`src/sv/token_classifier_stream_defines.svh`:
```
// Assertion macros shared by the token classifier stream RTL.
`ifndef TOKEN_CLASSIFIER_STREAM_DEFINES_SVH
`define TOKEN_CLASSIFIER_STREAM_DEFINES_SVH

// Consequent must hold in the same cycle as the antecedent.
`define TCS_ASSERT_NOW(label, clk, rst_n, ante, cons) \
    label: assert property (@(posedge clk) disable iff (!rst_n) (ante) |-> (cons)) \
        else $error("tcs assertion failed");

// Consequent must hold in the cycle after the antecedent.
`define TCS_ASSERT_NEXT(label, clk, rst_n, ante, cons) \
    label: assert property (@(posedge clk) disable iff (!rst_n) (ante) |=> (cons)) \
        else $error("tcs assertion failed");

`endif

```
`src/sv/tcs_pkg.sv`:
```
// Types, codes and keyword tables for the token classifier stream.
package tcs_pkg;

    localparam int LENGTH_BITS_DEF = 16;

    // Keyword list
    localparam int          KW_COUNT    = 20;
    localparam logic [4:0]  KW_NONE     = 5'd11;
    localparam logic [4:0]  KW_NO_MATCH = 5'd20;

    // Event kinds
    localparam logic [1:0] KIND_ECHO   = 2'd0;
    localparam logic [1:0] KIND_FINISH = 2'd1;
    localparam logic [1:0] KIND_ERROR  = 2'd2;

    // Token classes
    localparam logic [2:0] CL_OPEN      = 3'd0;
    localparam logic [2:0] CL_CLOSE     = 3'd1;
    localparam logic [2:0] CL_INT       = 3'd2;
    localparam logic [2:0] CL_STRING    = 3'd3;
    localparam logic [2:0] CL_KEYWORD   = 3'd4;
    localparam logic [2:0] CL_NAME      = 3'd5;
    localparam logic [2:0] CL_END       = 3'd6;
    localparam logic [2:0] CL_UNDECIDED = 3'd7;

    // Special characters
    localparam logic [7:0] CH_OPEN       = 8'h28;
    localparam logic [7:0] CH_CLOSE      = 8'h29;
    localparam logic [7:0] CH_QUOTE      = 8'h22;
    localparam logic [7:0] CH_MINUS      = 8'h2d;
    localparam logic [7:0] CH_UNDERSCORE = 8'h5f;
    localparam logic [7:0] CH_SPACE      = 8'h20;
    localparam logic [7:0] CH_NEWLINE    = 8'h0a;
    localparam logic [7:0] CH_TAB        = 8'h09;

    typedef enum logic [1:0] {
        MODE_IDLE,
        MODE_WORD,
        MODE_STRING
    } scan_mode_t;

    typedef struct packed {
        logic [7:0] character;
        logic       end_of_input;
    } item_t;

    typedef struct packed {
        logic [1:0]  event_kind;
        logic [7:0]  character_out;
        logic [2:0]  token_class;
        logic [4:0]  keyword_number;
        logic        none_as_zero;
        logic [15:0] token_length;
        logic        last_of_run;
    } result_t;

    // Up to two results produced by one request
    typedef struct packed {
        logic [1:0] count;
        result_t    first;
        result_t    second;
    } result_pair_t;

    typedef struct packed {
        scan_mode_t mode;
        logic       error_latched;
    } scan_status_t;

    function automatic logic [3:0] kw_len(input logic [4:0] idx);
        case (idx)
            5'd0:    kw_len = 4'd3;
            5'd1:    kw_len = 4'd2;
            5'd2:    kw_len = 4'd1;
            5'd3:    kw_len = 4'd1;
            5'd4:    kw_len = 4'd1;
            5'd5:    kw_len = 4'd1;
            5'd6:    kw_len = 4'd2;
            5'd7:    kw_len = 4'd2;
            5'd8:    kw_len = 4'd8;
            5'd9:    kw_len = 4'd6;
            5'd10:   kw_len = 4'd5;
            5'd11:   kw_len = 4'd4;
            5'd12:   kw_len = 4'd6;
            5'd13:   kw_len = 4'd2;
            5'd14:   kw_len = 4'd5;
            5'd15:   kw_len = 4'd3;
            5'd16:   kw_len = 4'd8;
            5'd17:   kw_len = 4'd8;
            5'd18:   kw_len = 4'd11;
            5'd19:   kw_len = 4'd7;
            default: kw_len = 4'd0;
        endcase
    endfunction

    // Keyword text, right aligned: last character in the low byte
    function automatic logic [127:0] kw_text(input logic [4:0] idx);
        case (idx)
            5'd0:    kw_text = 128'("and");
            5'd1:    kw_text = 128'("or");
            5'd2:    kw_text = 128'("+");
            5'd3:    kw_text = 128'("-");
            5'd4:    kw_text = 128'("*");
            5'd5:    kw_text = 128'("/");
            5'd6:    kw_text = 128'("lt");
            5'd7:    kw_text = 128'("eq");
            5'd8:    kw_text = 128'("function");
            5'd9:    kw_text = 128'("struct");
            5'd10:   kw_text = 128'("arrow");
            5'd11:   kw_text = 128'("None");
            5'd12:   kw_text = 128'("assign");
            5'd13:   kw_text = 128'("if");
            5'd14:   kw_text = 128'("while");
            5'd15:   kw_text = 128'("for");
            5'd16:   kw_text = 128'("sequence");
            5'd17:   kw_text = 128'("intprint");
            5'd18:   kw_text = 128'("stringprint");
            5'd19:   kw_text = 128'("readint");
            default: kw_text = '0;
        endcase
    endfunction

    // Character at position pos of keyword idx; only meaningful for pos < length
    function automatic logic [7:0] kw_char(input logic [4:0] idx, input logic [3:0] pos);
        logic [127:0] txt;
        logic [3:0]   sh;
        txt = kw_text(idx);
        sh = kw_len(idx) - 4'd1 - pos;
        kw_char = txt[{sh, 3'b000} +: 8];
    endfunction

endpackage

```
`src/sv/tcs_in_if.sv`:
```
// Request channel carrying source characters into the classifier.
interface tcs_in_if;
    logic       valid;
    logic       ready;
    logic [7:0] character;
    logic       end_of_input;

    modport source (output valid, output character, output end_of_input, input ready);
    modport sink   (input valid, input character, input end_of_input, output ready);
endinterface

```
`src/sv/tcs_out_if.sv`:
```
// Result channel carrying echoes, finished tokens and errors.
interface tcs_out_if;
    logic        valid;
    logic        ready;
    logic [1:0]  event_kind;
    logic [7:0]  character_out;
    logic [2:0]  token_class;
    logic [4:0]  keyword_number;
    logic        none_as_zero;
    logic [15:0] token_length;
    logic        last_of_run;

    modport source (
        output valid, output event_kind, output character_out, output token_class,
        output keyword_number, output none_as_zero, output token_length,
        output last_of_run, input ready
    );
    modport sink (
        input valid, input event_kind, input character_out, input token_class,
        input keyword_number, input none_as_zero, input token_length,
        input last_of_run, output ready
    );
endinterface

```
`src/sv/tcs_scanner.sv`:
```
// Token scanner: state of the current token and the results of one request.
module tcs_scanner #(
    parameter int LENGTH_BITS = tcs_pkg::LENGTH_BITS_DEF
) (
    input  logic                  clk,
    input  logic                  rst_n,
    input  logic                  fire,
    input  tcs_pkg::item_t        item,
    output tcs_pkg::result_pair_t pair,
    output tcs_pkg::scan_status_t status
);
    import tcs_pkg::*;

    localparam logic [LENGTH_BITS-1:0] LEN_MAX = '1;

    scan_mode_t             mode_reg, mode_next;
    logic [2:0]             class_reg, class_next;
    logic [LENGTH_BITS-1:0] chars_reg, chars_next;
    logic [KW_COUNT-1:0]    match_reg, match_next;
    logic                   minus_reg, minus_next;
    logic                   error_reg, error_next;

    logic [7:0]             c;
    logic                   eoi;
    logic                   is_digit, is_alpha, is_space, is_paren;
    logic [LENGTH_BITS-1:0] chars_take;
    logic [KW_COUNT-1:0]    match_take;
    logic [LENGTH_BITS-1:0] fin_chars;
    logic [LENGTH_BITS+15:0] fin_wide;
    logic [4:0]             fin_kw;
    logic                   fin_hit;
    result_t                echo_res, fin_res, paren_res, end_res, err_res;
    result_pair_t           pair_c;

    assign c   = item.character;
    assign eoi = item.end_of_input;

    // Character classes
    always_comb
    begin
        is_digit = c inside {[8'h30:8'h39]};
        is_alpha = c inside {[8'h41:8'h5a], [8'h61:8'h7a]};
        is_space = c inside {CH_SPACE, CH_NEWLINE, CH_TAB};
        is_paren = c inside {CH_OPEN, CH_CLOSE};
    end

    // Count and keyword prefix match after taking this character
    always_comb
    begin
        chars_take = (chars_reg == LEN_MAX) ? chars_reg : chars_reg + LENGTH_BITS'(1);
        for (int i = 0; i < KW_COUNT; i++)
        begin
            match_take[i] = match_reg[i]
                && (chars_reg < LENGTH_BITS'(kw_len(5'(i))))
                && (kw_char(5'(i), chars_reg[3:0]) == c);
        end
    end

    // Finished token: a string closes on its own quote, which is counted;
    // an end mark closes it without adding a character
    always_comb
    begin
        fin_chars = (mode_reg == MODE_STRING && !eoi) ? chars_take : chars_reg;
        fin_wide  = {16'b0, fin_chars};
        fin_kw  = KW_NO_MATCH;
        fin_hit = 1'b0;
        for (int i = KW_COUNT - 1; i >= 0; i--)
        begin
            if (match_reg[i] && (fin_chars == LENGTH_BITS'(kw_len(5'(i)))))
            begin
                fin_kw  = 5'(i);
                fin_hit = 1'b1;
            end
        end

        fin_res = '0;
        fin_res.event_kind   = KIND_FINISH;
        fin_res.token_length = (|fin_wide[LENGTH_BITS+15:16]) ? 16'hffff : fin_wide[15:0];
        fin_res.token_class  = class_reg;
        fin_res.keyword_number = KW_NO_MATCH;
        if (class_reg == CL_UNDECIDED)
        begin
            if (fin_hit && fin_kw == KW_NONE)
            begin
                fin_res.token_class  = CL_INT;
                fin_res.none_as_zero = 1'b1;
            end
            else if (fin_hit)
            begin
                fin_res.token_class    = CL_KEYWORD;
                fin_res.keyword_number = fin_kw;
            end
            else
            begin
                fin_res.token_class = CL_NAME;
            end
        end
        else if (class_reg == CL_KEYWORD)
        begin
            fin_res.keyword_number = fin_kw;
        end
    end

    // Fixed result shapes
    always_comb
    begin
        echo_res = '0;
        echo_res.event_kind    = KIND_ECHO;
        echo_res.character_out = c;

        paren_res = '0;
        paren_res.event_kind     = KIND_FINISH;
        paren_res.character_out  = c;
        paren_res.token_class    = (c == CH_OPEN) ? CL_OPEN : CL_CLOSE;
        paren_res.keyword_number = KW_NO_MATCH;
        paren_res.token_length   = 16'd1;

        end_res = '0;
        end_res.event_kind     = KIND_FINISH;
        end_res.token_class    = CL_END;
        end_res.keyword_number = KW_NO_MATCH;

        err_res = '0;
        err_res.event_kind    = KIND_ERROR;
        err_res.character_out = eoi ? 8'h00 : c;
    end

    // Main decision for one request
    always_comb
    begin
        mode_next  = mode_reg;
        class_next = class_reg;
        chars_next = chars_reg;
        match_next = match_reg;
        minus_next = minus_reg;
        error_next = error_reg;
        pair_c     = '0;

        if (error_reg)
        begin
            pair_c.count = 2'd1;
            pair_c.first = err_res;
        end
        else if (eoi)
        begin
            mode_next  = MODE_IDLE;
            class_next = CL_UNDECIDED;
            chars_next = '0;
            match_next = '1;
            minus_next = 1'b0;
            if (mode_reg != MODE_IDLE)
            begin
                pair_c.count  = 2'd2;
                pair_c.first  = fin_res;
                pair_c.second = end_res;
            end
            else
            begin
                pair_c.count = 2'd1;
                pair_c.first = end_res;
            end
        end
        else
        begin
            case (mode_reg)
                MODE_STRING:
                begin
                    chars_next   = chars_take;
                    match_next   = match_take;
                    pair_c.first = echo_res;
                    pair_c.count = 2'd1;
                    if (c == CH_QUOTE)
                    begin
                        mode_next     = MODE_IDLE;
                        class_next    = CL_UNDECIDED;
                        chars_next    = '0;
                        match_next    = '1;
                        pair_c.second = fin_res;
                        pair_c.count  = 2'd2;
                    end
                end
                MODE_WORD:
                begin
                    if (is_space || is_paren)
                    begin
                        mode_next    = MODE_IDLE;
                        class_next   = CL_UNDECIDED;
                        chars_next   = '0;
                        match_next   = '1;
                        minus_next   = 1'b0;
                        pair_c.first = fin_res;
                        pair_c.count = 2'd1;
                        if (is_paren)
                        begin
                            pair_c.second = paren_res;
                            pair_c.count  = 2'd2;
                        end
                    end
                    else if (!minus_reg && class_reg == CL_INT && !is_digit)
                    begin
                        // malformed integer: sticky until reset
                        mode_next    = MODE_IDLE;
                        class_next   = CL_UNDECIDED;
                        chars_next   = '0;
                        match_next   = '1;
                        error_next   = 1'b1;
                        pair_c.first = err_res;
                        pair_c.count = 2'd1;
                    end
                    else
                    begin
                        if (minus_reg)
                        begin
                            minus_next = 1'b0;
                            if (is_digit)
                            begin
                                class_next = CL_INT;
                            end
                        end
                        else if (class_reg == CL_UNDECIDED
                                 && !(is_alpha || is_digit || c == CH_UNDERSCORE))
                        begin
                            class_next = CL_KEYWORD;
                        end
                        chars_next   = chars_take;
                        match_next   = match_take;
                        pair_c.first = echo_res;
                        pair_c.count = 2'd1;
                    end
                end
                default:
                begin
                    // idle: token state is already clear here
                    if (is_paren)
                    begin
                        pair_c.first = paren_res;
                        pair_c.count = 2'd1;
                    end
                    else if (!is_space)
                    begin
                        mode_next = MODE_WORD;
                        if (c == CH_QUOTE)
                        begin
                            mode_next  = MODE_STRING;
                            class_next = CL_STRING;
                        end
                        else if (is_digit)
                        begin
                            class_next = CL_INT;
                        end
                        else if (c == CH_MINUS)
                        begin
                            class_next = CL_KEYWORD;
                            minus_next = 1'b1;
                        end
                        else if (is_alpha)
                        begin
                            class_next = CL_UNDECIDED;
                        end
                        else
                        begin
                            class_next = CL_KEYWORD;
                        end
                        chars_next   = chars_take;
                        match_next   = match_take;
                        pair_c.first = echo_res;
                        pair_c.count = 2'd1;
                    end
                end
            endcase
        end

        pair_c.first.last_of_run  = (pair_c.count == 2'd1);
        pair_c.second.last_of_run = (pair_c.count == 2'd2);
    end

    // Token state, updated once per processed request
    always_ff @(posedge clk or negedge rst_n)
    begin
        if (!rst_n)
        begin
            mode_reg  <= MODE_IDLE;
            class_reg <= CL_UNDECIDED;
            chars_reg <= '0;
            match_reg <= '1;
            minus_reg <= 1'b0;
            error_reg <= 1'b0;
        end
        else if (fire)
        begin
            mode_reg  <= mode_next;
            class_reg <= class_next;
            chars_reg <= chars_next;
            match_reg <= match_next;
            minus_reg <= minus_next;
            error_reg <= error_next;
        end
    end

    assign pair = pair_c;
    assign status.mode          = mode_reg;
    assign status.error_latched = error_reg;

endmodule

```
`src/sv/tcs_result_stage.sv`:
```
// Result register: holds up to two results and hands them out one at a time.
module tcs_result_stage (
    input  logic                  clk,
    input  logic                  rst_n,
    input  logic                  load,
    input  tcs_pkg::result_pair_t pair,
    output logic                  can_load,
    tcs_out_if.source             result
);
    import tcs_pkg::*;

    logic [1:0] rem_reg, rem_next;
    result_t    head_reg, head_next;
    result_t    tail_reg, tail_next;
    logic       taken;

    assign taken    = result.valid && result.ready;
    assign can_load = (rem_reg == 2'd0) || (rem_reg == 2'd1 && taken);

    // Load a fresh pair, or move the second result up once the first goes
    always_comb
    begin
        rem_next  = rem_reg;
        head_next = head_reg;
        tail_next = tail_reg;
        if (load)
        begin
            rem_next  = pair.count;
            head_next = pair.first;
            tail_next = pair.second;
        end
        else if (taken)
        begin
            rem_next  = rem_reg - 2'd1;
            head_next = tail_reg;
        end
    end

    always_ff @(posedge clk or negedge rst_n)
    begin
        if (!rst_n)
        begin
            rem_reg <= 2'd0;
        end
        else
        begin
            rem_reg <= rem_next;
        end
    end

    always_ff @(posedge clk)
    begin
        head_reg <= head_next;
        tail_reg <= tail_next;
    end

    assign result.valid          = (rem_reg != 2'd0);
    assign result.event_kind     = head_reg.event_kind;
    assign result.character_out  = head_reg.character_out;
    assign result.token_class    = head_reg.token_class;
    assign result.keyword_number = head_reg.keyword_number;
    assign result.none_as_zero   = head_reg.none_as_zero;
    assign result.token_length   = head_reg.token_length;
    assign result.last_of_run    = head_reg.last_of_run;

endmodule

```
`src/sv/token_classifier_stream.sv`:
```
// Streaming token classifier: top level with input register and assertions.
//
// feed carries one source byte per request, or an end-of-input mark.
// result carries echoes of token characters, finished tokens with their
// class, keyword index and length, and syntax errors; last_of_run marks
// the final result of each request. A request gives zero, one or two results.
// A request taken into the input register is classified into the result
// register once that register can load, and its first result is offered
// from the result register from then on.
// Throughput: one request per cycle while each gives at most one result
// and result is not stalled; a request that gives two results holds the
// result register for two output handshakes. Classification is a single
// pass per byte with all twenty keyword prefix matches updated in parallel.
// When result is stalled the input register still takes one request, then
// feed.ready drops until the result register frees up.
// Reset clears token state, the sticky error flag and both registers'
// valid state; no results are pending afterwards.
module token_classifier_stream #(
    parameter int LENGTH_BITS = tcs_pkg::LENGTH_BITS_DEF
) (
    input  logic    clk,
    input  logic    rst_n,
    tcs_in_if.sink  feed,
    tcs_out_if.source result
);
    import tcs_pkg::*;
    `include "token_classifier_stream_defines.svh"

    logic         in_vld_reg, in_vld_next;
    item_t        item_reg, item_next;
    logic         proc_fire;
    logic         can_load;
    logic         feed_take;
    result_pair_t pair;
    scan_status_t status;

    // Input register
    assign proc_fire  = in_vld_reg && can_load;
    assign feed.ready = !in_vld_reg || proc_fire;
    assign feed_take  = feed.valid && feed.ready;

    always_comb
    begin
        in_vld_next = in_vld_reg;
        item_next   = item_reg;
        if (feed_take)
        begin
            in_vld_next            = 1'b1;
            item_next.character    = feed.character;
            item_next.end_of_input = feed.end_of_input;
        end
        else if (proc_fire)
        begin
            in_vld_next = 1'b0;
        end
    end

    always_ff @(posedge clk or negedge rst_n)
    begin
        if (!rst_n)
        begin
            in_vld_reg <= 1'b0;
        end
        else
        begin
            in_vld_reg <= in_vld_next;
        end
    end

    always_ff @(posedge clk)
    begin
        item_reg <= item_next;
    end

    // Classification
    tcs_scanner #(
        .LENGTH_BITS (LENGTH_BITS)
    ) u_scanner (
        .clk    (clk),
        .rst_n  (rst_n),
        .fire   (proc_fire),
        .item   (item_reg),
        .pair   (pair),
        .status (status)
    );

    // Output side
    tcs_result_stage u_result_stage (
        .clk      (clk),
        .rst_n    (rst_n),
        .load     (proc_fire),
        .pair     (pair),
        .can_load (can_load),
        .result   (result)
    );

    // Checks
    `TCS_ASSERT_NEXT(a_error_sticky, clk, rst_n, status.error_latched, status.error_latched)
    `TCS_ASSERT_NOW(a_error_idle, clk, rst_n, status.error_latched, status.mode == MODE_IDLE)
    `TCS_ASSERT_NOW(a_stall_has_item, clk, rst_n, !feed.ready, in_vld_reg)
    `TCS_ASSERT_NOW(a_error_ends_run, clk, rst_n, result.valid && result.event_kind == KIND_ERROR, result.last_of_run)

endmodule
```
`src/flat_wrapper.sv`:
```
// flat-port wrapper written by rule: the top's interface ports become plain ports
module token_classifier_stream_flat import tcs_pkg::*;
#(
    parameter int LENGTH_BITS = tcs_pkg::LENGTH_BITS_DEF
)
  (clk, rst_n, feed_valid, feed_character, feed_end_of_input, feed_ready, result_valid, result_event_kind, result_character_out, result_token_class, result_keyword_number, result_none_as_zero, result_token_length, result_last_of_run, result_ready);
  tcs_in_if feed_i ();
  tcs_out_if result_i ();
  input  logic clk;
  input  logic rst_n;
  input wire logic [$bits(feed_i.valid)-1:0] feed_valid;
  input wire logic [$bits(feed_i.character)-1:0] feed_character;
  input wire logic [$bits(feed_i.end_of_input)-1:0] feed_end_of_input;
  output wire logic [$bits(feed_i.ready)-1:0] feed_ready;
  output wire logic [$bits(result_i.valid)-1:0] result_valid;
  output wire logic [$bits(result_i.event_kind)-1:0] result_event_kind;
  output wire logic [$bits(result_i.character_out)-1:0] result_character_out;
  output wire logic [$bits(result_i.token_class)-1:0] result_token_class;
  output wire logic [$bits(result_i.keyword_number)-1:0] result_keyword_number;
  output wire logic [$bits(result_i.none_as_zero)-1:0] result_none_as_zero;
  output wire logic [$bits(result_i.token_length)-1:0] result_token_length;
  output wire logic [$bits(result_i.last_of_run)-1:0] result_last_of_run;
  input wire logic [$bits(result_i.ready)-1:0] result_ready;
  assign feed_i.valid = feed_valid;
  assign feed_i.character = feed_character;
  assign feed_i.end_of_input = feed_end_of_input;
  assign feed_ready = feed_i.ready;
  assign result_valid = result_i.valid;
  assign result_event_kind = result_i.event_kind;
  assign result_character_out = result_i.character_out;
  assign result_token_class = result_i.token_class;
  assign result_keyword_number = result_i.keyword_number;
  assign result_none_as_zero = result_i.none_as_zero;
  assign result_token_length = result_i.token_length;
  assign result_last_of_run = result_i.last_of_run;
  assign result_i.ready = result_ready;
  token_classifier_stream #(.LENGTH_BITS(LENGTH_BITS)) u_core (.clk(clk), .rst_n(rst_n), .feed(feed_i), .result(result_i));
endmodule
```
`config.mk`:
```
export PLATFORM = sky130hd
export DESIGN_NAME = token_classifier_stream_flat
export DESIGN_NICKNAME = d
export VERILOG_FILES = /design/src/sv/tcs_pkg.sv /design/src/sv/tcs_in_if.sv /design/src/sv/tcs_out_if.sv /design/src/sv/tcs_scanner.sv /design/src/sv/tcs_result_stage.sv /design/src/sv/token_classifier_stream.sv /design/src/flat_wrapper.sv
export VERILOG_INCLUDE_DIRS = /design/src /design/src/sv
export SDC_FILE = /design/constraint.sdc
export NUM_CORES = 1
export LEC_CHECK = 0
export BUFFER_PORTS_ARGS = -buffer_cell sky130_fd_sc_hd__buf_2
export CORE_MARGIN = 5
export CORE_UTILIZATION = 50
export DETAILED_ROUTE_END_ITERATION = 8
export PLACE_DENSITY = 0.65
export SLEW_MARGIN = 5
export SYNTH_ARGS = -nofsm -noshare
export SYNTH_HDL_FRONTEND = slang
export SYNTH_HIERARCHICAL = 1
export SYNTH_SLANG_ARGS = --single-unit
```
`constraint.sdc`:
```
create_clock -name clk -period 7 [get_ports clk]
set_input_delay 1.75 -clock clk [delete_from_list [all_inputs] [get_ports clk]]
set_output_delay 1.75 -clock clk [all_outputs]
set_load 0.01 [all_outputs]
```
# After elaboration in Yosys (flattened, before gate mapping)
# Cells that the tools add are included.
[classes]
add_sub_neg = 11
n_shift = 20
eq_ne = 59
reduce_logical = 95
mux = 123
order_cmp = 15
bitwise = 1
[op_table]
columns = ["operator", "count"]
rows = [
  ["variable part select 128 x 8 -> 8 bit, first input constant", 20],
  ["== test 8 bit", 20],
  ["2-to-1 mux 36 bit", 4],
  ["2-to-1 mux 16 bit", 8],
  ["2-to-1 mux 20 bit", 6],
  ["2-to-1 mux 5 bit", 23],
  ["2-to-1 mux 38 bit", 3],
  ["2-to-1 mux 35 bit", 3],
  ["case mux 38 bit (2 select lines)", 1],
  ["2-to-1 mux 37 bit", 2],
  ["2-to-1 mux 74 bit", 1],
  ["logical AND 1 bit", 72],
  ["case mux 36 bit (2 select lines)", 1],
  ["== test 16 x 3 -> 1 bit, second input constant", 4],
  ["less-than comparator 16 x 3 -> 1 bit, second input constant", 4],
  ["2-to-1 mux 3 bit", 14],
  ["== test 8 x 6 -> 1 bit, second input constant", 5],
  ["case mux 20 bit (2 select lines)", 1],
  ["2-to-1 mux 1 bit", 39],
  ["== test 16 x 2 -> 1 bit, second input constant", 2],
  ["== test 16 x 4 -> 1 bit, second input constant", 2],
  ["less-than comparator 16 x 2 -> 1 bit, second input constant", 2],
  ["less-than comparator 16 x 4 -> 1 bit, second input constant", 2],
  ["case mux 16 bit (2 select lines)", 1],
  ["other kinds (40)", 84],
]
[totals]
input_bits = 13
out_inout_bits = 38
word_cells = 348
ff_bits = 127

# Longest topological paths before layout
# Gate-level depths: netlist (run 1).
[logic_depth]
word_depth = 35
depth_mapped = 15
ltp_nobuf = 12

# By module
# The synthesis (run 1) kept the hierarchy.
[by_module_without_submodules]
columns = ["module", "area_each_um2", "cells_per_inst", "instances", "seq_area_each_um2"]
rows = [
  ["tcs_scanner", 6571.3, 948, 1, 1104.8],
  ["tcs_result_stage", 2753.9, 131, 1, 2212.1],
  ["token_classifier_stream", 330.3, 14, 1, 295.3],
]

# Worst setup path after synthesis (run 1)
# No wires, ideal clock.
[synth_timing]
path_kind = "input to register"
start = "input port result_ready"
end = "register u_core.u_result_stage.head_reg (netlist bit u_core/u_result_stage/result.character_out[0]) (enable)"
setup_ps = 377
arrival_ps = 3831
path_buffers = 2
setup_slack_ps = 2792
path_stages = 6
required_time_ps = 6623
cell_sequence = "nand2_1 > nand2_1 > and2_1 > clkbuf_2 > buf_2 > or2_2"
[synth_via]
elab_chain_cells = 5
[synth_rtl]
columns = ["item", "line_no", "source"]
rows = [
  ["start: declaration", "flat_wrapper.sv:23", "input wire logic [$bits(result_i.ready)-1:0] result_ready;"],
  ["logical AND 1 bit", "tcs_result_stage.sv:17", "assign taken = result.valid && result.ready;"],
  ["logical AND 1 bit", "tcs_result_stage.sv:18", "assign can_load = (rem_reg == 2'd0) || (rem_reg == 2'd1 && taken);"],
  ["logical OR 1 bit", "tcs_result_stage.sv:18", ""],
  ["named net u_core.can_load", "token_classifier_stream.sv:32", "logic can_load;"],
  ["logical AND 1 bit", "token_classifier_stream.sv:38", "assign proc_fire = in_vld_reg && can_load;"],
  ["named net u_core.proc_fire", "token_classifier_stream.sv:31", "logic proc_fire;"],
  ["nonzero test 2 bit (no source line)", "-", ""],
  ["end signal: assignment", "tcs_result_stage.sv:53", "head_reg <= head_next;"],
  ["end: declaration", "tcs_result_stage.sv:13", "result_t head_reg, head_next;"],
]
# The timed path passes the listed nets, and every way through them passes these cells.
# A chain may end at the register's enable or synchronous reset.

==> summary.md, run 1 <==
| Metric | Value |
|---|---|
| Antenna Diode Count | 0 |
| Postcts setup bufs | 0 |
| Leading cell types in the layout, fill and taps excluded | nand2_1, nor2_1, edfxtp_1 |
| Final Total Pwr | approximately 4800 uW |
| Die Area | ~22000 um2 |
| TNS Setup | 0 ns |
| CTS max path bufs | 2 |
| Post-synth design cell area | a little under 10000 um2 |
| Core area | 18830 um2 |
| Capture instance of the worst register-to-register path | u_core/u_result_stage/result.keyword_number[0] |
| Initial Util | 51.24% |
| Crit Path Class | reg -> reg |
| Cell Pwr Density | around 450 nW/um2 |
| Post-DP HPWL | 19.12 mm |
| Total number of yosys warnings | 6 |
| Number of antenna violations at the first check in global routing | 0 |
| WL per Instance | roughly 20 um |
| Placement row count | 50 |
| Number of detailed-route iterations in the first pass | 5 |
| Critical path capture point type | register |
| Maximum number of pins on one net before global-route repair | roughly 80 |
| Finish-stage setup viols | 0 |
| Number of design-rule violations left by the first detailed-router iteration | ~810 |
| Layout net count | 1135 |
| Number of nets with antenna violations after detailed routing | 0 |
| Total routing resource utilization after global routing | around 25% |
| Crit. Startpoint | u_core/u_scanner/chars_reg[2] |
| FMAX | a little under 200 MHz |
| Port Buf Inserts | 50 |
| Worst-skew pair later-pin latency | between 0.4 and 0.5 ns |
| Maximum Capacitance Violations | 0 |
| Final wirelength | between 20 and 30 mm |
| Count of final hold-check violations | 0 |
| Syn Inst Count | between 1000 and 1500 |
| Worst reg-to-reg setup slack | around 1.8 ns |
| Post-synthesis to final-layout area growth | 9.467% |
| Count of cells along the worst register-to-register path | 10 |
| Class of the tightest hold or removal check | reg -> reg |
| Die boundary height | around 150 um |
| Slew @ Worst Pin | ~1.2 ns |
| Startpoint of the lowest-slack hold path | u_core/u_scanner/match_reg[17] |
| Top fanout value on the critical path | 27 |
| Weighted congestion at the end of routability-driven global placement | between 0.9 and 1 |
| Number of slew-limit violations in the final report | 0 |
| Number of cells on the worst hold path | 2 |
| Clock Skew | around 0.012 ns |
| Die X | 148.9 um |
| CTS tree | done |
| Type of origin of the critical path | register |
| Total via count after detailed routing | between 8000 and 9000 |
| Fraction of layout instances using a drive strength above 1 | between 15 and 20% |
| Share of the clock period used by the worst path after layout | 74.24% |
| Worst Path Arrival | around 5.4 ns |
| Last element of the critical path | u_core/u_result_stage/result.keyword_number[0] |
| Max-slew headroom at the worst pin | 20.60% |
| Maximum level of the CTS H-tree | 4 |
| Per-instance average area after synthesis | 8.835 um2 |
| Clk pin slew, worst setup/hold paths | approximately 0.060 ns |
| RSZ-0062 raised after global routing | no |
| Via-to-Cell Ratio | about 6 |
| Clock Sinks | 127 |
| Number of primary I/O pins | ~50 |
| Peak supply drop | roughly 0.00021 V |
| # hold bufs at CTS | 0 |
| Via count of the first global-routing pass | 7809 |
| Crit path time final | 5.197 ns |
| Leakage power summed over all cells | 0.003968 uW |
| Startpoint of the worst register-to-register path | u_core/u_scanner/chars_reg[2] |
| Final global-route overflow total | 0 |
| Number of gates given a new drive strength after cts | 0 |
| Status | finished, final reports clean |
| Most common cell after layout, fill and taps aside | nand2_1 |
| Remaining routing DRC violations | 0 |
| Number of buffers added by the clock tree synthesis step | 17 |
| Clk Tree Root Cell | clkbuf_16 |
| Wire length of the first global-routing pass | between 40 and 50 mm |
| Critical path required time | between 7 and 8 ns |
| Largest register FFs | 36 |
==> power by group <==
part           internal (uW)  switching (uW)  total (uW)  leakage (uW)
Sequential              1270             171        1440       0.00135
Clock                    529             357         886      0.000270
Combinational            919            1520        2440       0.00235
Total                   2710            2050        4760       0.00397
==> worst min-delay path by stage <==
stage	endpoint	slack, ns
floorplan	u_core/u_scanner/match_reg[4]	0.45
global placement	u_core/u_scanner/match_reg[17]	0.46
detailed placement	u_core/u_scanner/match_reg[17]	0.47
CTS	u_core/u_scanner/match_reg[17]	0.48
global route	u_core/u_scanner/match_reg[12]	0.50
finish	u_core/u_scanner/match_reg[17]	0.48
==> per-stage QoR <==
step | hold slack (ns) | instance area [um2] | setup WS [ns] | util (%) | instances
2_1_floorplan | 0.4464 | 9667 | 2.792 | - | 1097
3_3_place_gp | 0.4614 | 9976 | 2.159 | 52.98 | 1332
3_5_place_dp | 0.4704 | 9976 | 1.927 | 52.98 | 1332
4_1_cts | 0.4788 | 10560 | 1.915 | 56.09 | 1364
5_1_grt | 0.5050 | 10560 | 1.497 | 56.09 | 1364
6_report | 0.4776 | 10560 | 1.803 | 56.09 | 1364
==> worst max-delay path, cell delays in order, from the launching register on <==
cell and delay [ns]:
dfrtp_1 0.97, ha_1 0.39, nand4_4 0.25, nor4_2 1.03
nor3_1 0.14, xnor2_1 0.29, or3b_1 0.47, or2_1 0.29
o41ai_1 0.78, a2111oi_4 0.04, mux2_2 0.29
==> per-layer routing <==
metal / vias to the layer above / global-route usage (%) / wire [um]
li1: 4031 / - / -
met5: - / 0 / 0
met4: 0 / 7.094 / 517
met2: 303 / 38.15 / 12260
met3: 40 / 4.284 / 1638
met1: 4024 / 35.26 / 12670
==> cell type report <==
class	count	area (um2)
multi-input cells	845	5540
inverters	34	127.6
repair buffers	66	370.4
well taps	260	325.3
clock buffers	18	429.2
fillers	1698	8269
clock inverters	14	156.4
flip-flops and latches	127	3612
(Power assumes the default switching activity.)
==> run 2: changes to the inputs <==
- clock period: 7 -> 5.2 ns (I/O delays scaled with it)
==> summary.md, run 2 (synthesized netlist as in run 1, its figures left out) <==
| Metric | Value |
|---|---|
| Number of nets with antenna violations after detailed routing | 0 (unchanged) |
| CTS max path bufs | 2 (unchanged) |
| Worst-skew pair later-pin latency | 0.42 ns (was 0.43 ns) |
| Clk pin slew, worst setup/hold paths | 0.06 ns (about the same) |
| Placement row count | 50 (unchanged) |
| Final global-route overflow total | 0 (unchanged) |
| Finish-stage setup viols | 0 (unchanged) |
| Maximum Capacitance Violations | 0 (unchanged) |
| Largest register FFs | 36 (unchanged) |
| WL per Instance | 19.72 um (was 19.86 um) |
| Cell-by-cell listing of the critical path | inv_1 -> ha_1 -> nor2b_1 -> a31oi_1 -> a211oi_2 -> nand2b_1 -> a31oi_1 -> nor3_1 -> a2111oi_0 -> a21oi_1 -> mux2_2 (was ha_1 -> nand4_4 -> nor4_2 -> nor3_1 -> xnor2_1 -> or3b_1 -> or2_1 -> o41ai_1 -> a2111oi_4 -> mux2_2) |
| Final Total Pwr | 6469 uW (was 4760 uW) |
| Type of origin of the critical path | register (unchanged) |
| Max-slew headroom at the worst pin | 38.25% (was 20.60%) |
| Cell area after placement | 10070 um2 (was 9976 um2) |
| Maximum level of the CTS H-tree | 4 (unchanged) |
| Fraction of layout instances using a drive strength above 1 | 18.12% (was 17.21%) |
| Hold_ws | 0.4798 ns (was 0.4776 ns) |
| Crit Path Class | reg -> reg (unchanged) |
| Most common cell after layout, fill and taps aside | nand2_1 (unchanged) |
| Crit path time final | 4.443 ns (was 5.197 ns) |
| Post-synthesis to final-layout area growth | 10.50% (was 9.467%) |
| Largest delay share family, worst path | compound AO/OA/AOI/OAI gates (was simple AND/OR/NAND/NOR gates) |
| Clk Tree Root Cell | clkbuf_16 (unchanged) |
| Number of antenna violations at the first check in global routing | 0 (unchanged) |
| Critical path required time | 5.37 ns (was 7.17 ns) |
| FMAX | 225.1 MHz (was 192.4 MHz) |
| Clock Skew | 0.007761 ns (was 0.01179 ns) |
| Core area | 18830 um2 (unchanged) |
| Port Buf Inserts | 50 (unchanged) |
| TNS Setup | 0 ns (unchanged) |
| Max incr delay on CP | 0.76 ns (was 1.03 ns) |
| Dpl ws | 0.8854 ns (was 1.927 ns) |
| Worst Path Arrival | 4.61 ns (was 5.37 ns) |
| Post-layout worst setup margin | 0.7574 ns (was 1.803 ns) |
| Status | finished, final reports clean (unchanged) |
| Remaining routing DRC violations | 0 (unchanged) |
| Crit. Startpoint | u_core/u_scanner/mode_reg[0] (was u_core/u_scanner/chars_reg[2]) |
| Final wirelength | 27.12 mm (was 27.09 mm) |
| Wire length of the first global-routing pass | 43.20 mm (was 43.69 mm) |
| Slew @ Worst Pin | 0.9263 ns (was 1.181 ns) |
| RSZ-0062 raised after global routing | no (unchanged) |
| Leading cell types in the layout, fill and taps excluded | nand2_1, nor2_1, edfxtp_1 (unchanged) |
| Clock Sinks | 127 (unchanged) |
| Antenna Diode Count | 0 (unchanged) |
| Share of the clock period used by the worst path after layout | 85.43% (was 74.24%) |
| Count of final hold-check violations | 0 (unchanged) |
| Cell at the slowest stage of the critical path | nor2b_1 (was nor4_2) |
| CTS tree | done (unchanged) |
| Die Area | 22170 um2 (unchanged) |
| Total routing resource utilization after global routing | 24.42% (was 24.55%) |
| Post-DP HPWL | 18.90 mm (was 19.12 mm) |
| Number of buffers added by the clock tree synthesis step | 17 (unchanged) |
| Most Frequent Cell on Critical Path | a31oi_1 |
| Peak supply drop | 0.0005647 V (was 0.0002099 V) |
| Maximum number of pins on one net before global-route repair | 80 (was 81) |
| Die X | 148.9 um (unchanged) |
| Number of buffer and inverter stages on the critical path | 1 (was 0) |
| Top fanout value on the critical path | 14 (was 27) |
| Leakage power summed over all cells | 0.004043 uW (was 0.003968 uW) |
| Total via count after detailed routing | 8523 (was 8398) |
| Via-to-Cell Ratio | 6.199 (was 6.157) |
| Weighted congestion at the end of routability-driven global placement | 0.9448 (was 0.9215) |
| Number of design-rule violations left by the first detailed-router iteration | 942 (was 812) |
| Number of primary I/O pins | 51 (unchanged) |
| Die boundary height | 148.9 um (unchanged) |
| Startpoint of the lowest-slack hold path | u_core/u_scanner/match_reg[12] (was u_core/u_scanner/match_reg[17]) |
| Layout net count | 1148 (was 1135) |
| # hold bufs at CTS | 0 (unchanged) |
| Cell Pwr Density | 606.8 nW/um2 (was 450.7 nW/um2) |
| Postcts setup bufs | 0 (unchanged) |
| Number of detailed-route iterations in the first pass | 5 (unchanged) |
| Critical path capture point type | register (unchanged) |
| Startpoint of the worst register-to-register path | u_core/u_scanner/mode_reg[0] (was u_core/u_scanner/chars_reg[2]) |
| Via count of the first global-routing pass | 7877 (was 7809) |
| Initial Util | 51.24% (unchanged) |
| Class of the tightest hold or removal check | reg -> reg (unchanged) |
| Number of gates given a new drive strength after cts | 0 (unchanged) |
| Number of slew-limit violations in the final report | 0 (unchanged) |
| Final design instance area without fill | 10660 um2 (was 10560 um2) |
==> run 2: changes by cell type in the layout (fill, tap and decap cells not counted), sizes merged <==
cell and change:
buf +13, clkinv +4, inv -4, clkinvlp -2, bufinv +1, clkbuf -1
==> run 2: final cells by class <==
| cell class | instances | area (um2) |
|---|---|---|
| well taps | 260 | 325.3 |
| clock inverters | 13 | 166.4 |
| clock buffers | 17 | 425.4 |
| repair buffers | 79 | 467.9 |
| multi-input cells | 845 | 5537 |
| fillers | 1699 | 8169 |
| inverters | 34 | 127.6 |
| flip-flops and latches | 127 | 3612 |
==> run 2: final timing paths <==
kind | slack, ns | cells after the start | endpoint
max | 0.76 | 11 | u_core/u_result_stage/result.keyword_number[4]
min | 0.48 | 2 | u_core/u_scanner/match_reg[12]
max reg2reg | 0.76 | 11 | u_core/u_result_stage/result.keyword_number[4]
min reg2reg | 0.48 | 2 | u_core/u_scanner/match_reg[12]
max in group asynchronous | 3.81 | 2 | u_core/u_result_stage/rem_reg[1]
min in group asynchronous | 0.97 | 2 | u_core/u_scanner/chars_reg[13]
==> run 2: layer usage <==
layer / track usage [%] / up-vias / share of wire [%]
li1: - / 4055 / -
met1: 35.51 / 4046 / 46
met2: 36.52 / 369 / 44
met3: 4.011 / 53 / 7.3
met4: 9.336 / 0 / 3.0
met5: 0 / - / 0
==> run 2: where the power goes <==
| part | leakage, uW | switching, uW | internal (uW) |
|---|---|---|---|
| Clock | 0.000281 | 450 | 749 |
| Combinational | 0.00241 | 2080 | 1260 |
| Sequential | 0.00135 | 230 | 1700 |
==> run 2: metrics by stage <==
stage / instances / util, %
global route: 1375 / 56.62
finish: 1375 / 56.62
global placement: 1345 / 53.48
detailed placement: 1345 / 53.48
CTS: 1375 / 56.62
floorplan: 1097 / -
==> run 2: worst min-delay path: stages (launching register included) <==
cell and delay, ns:
dfstp_2 0.38, nand2_1 0.05, nand2_1 0.05
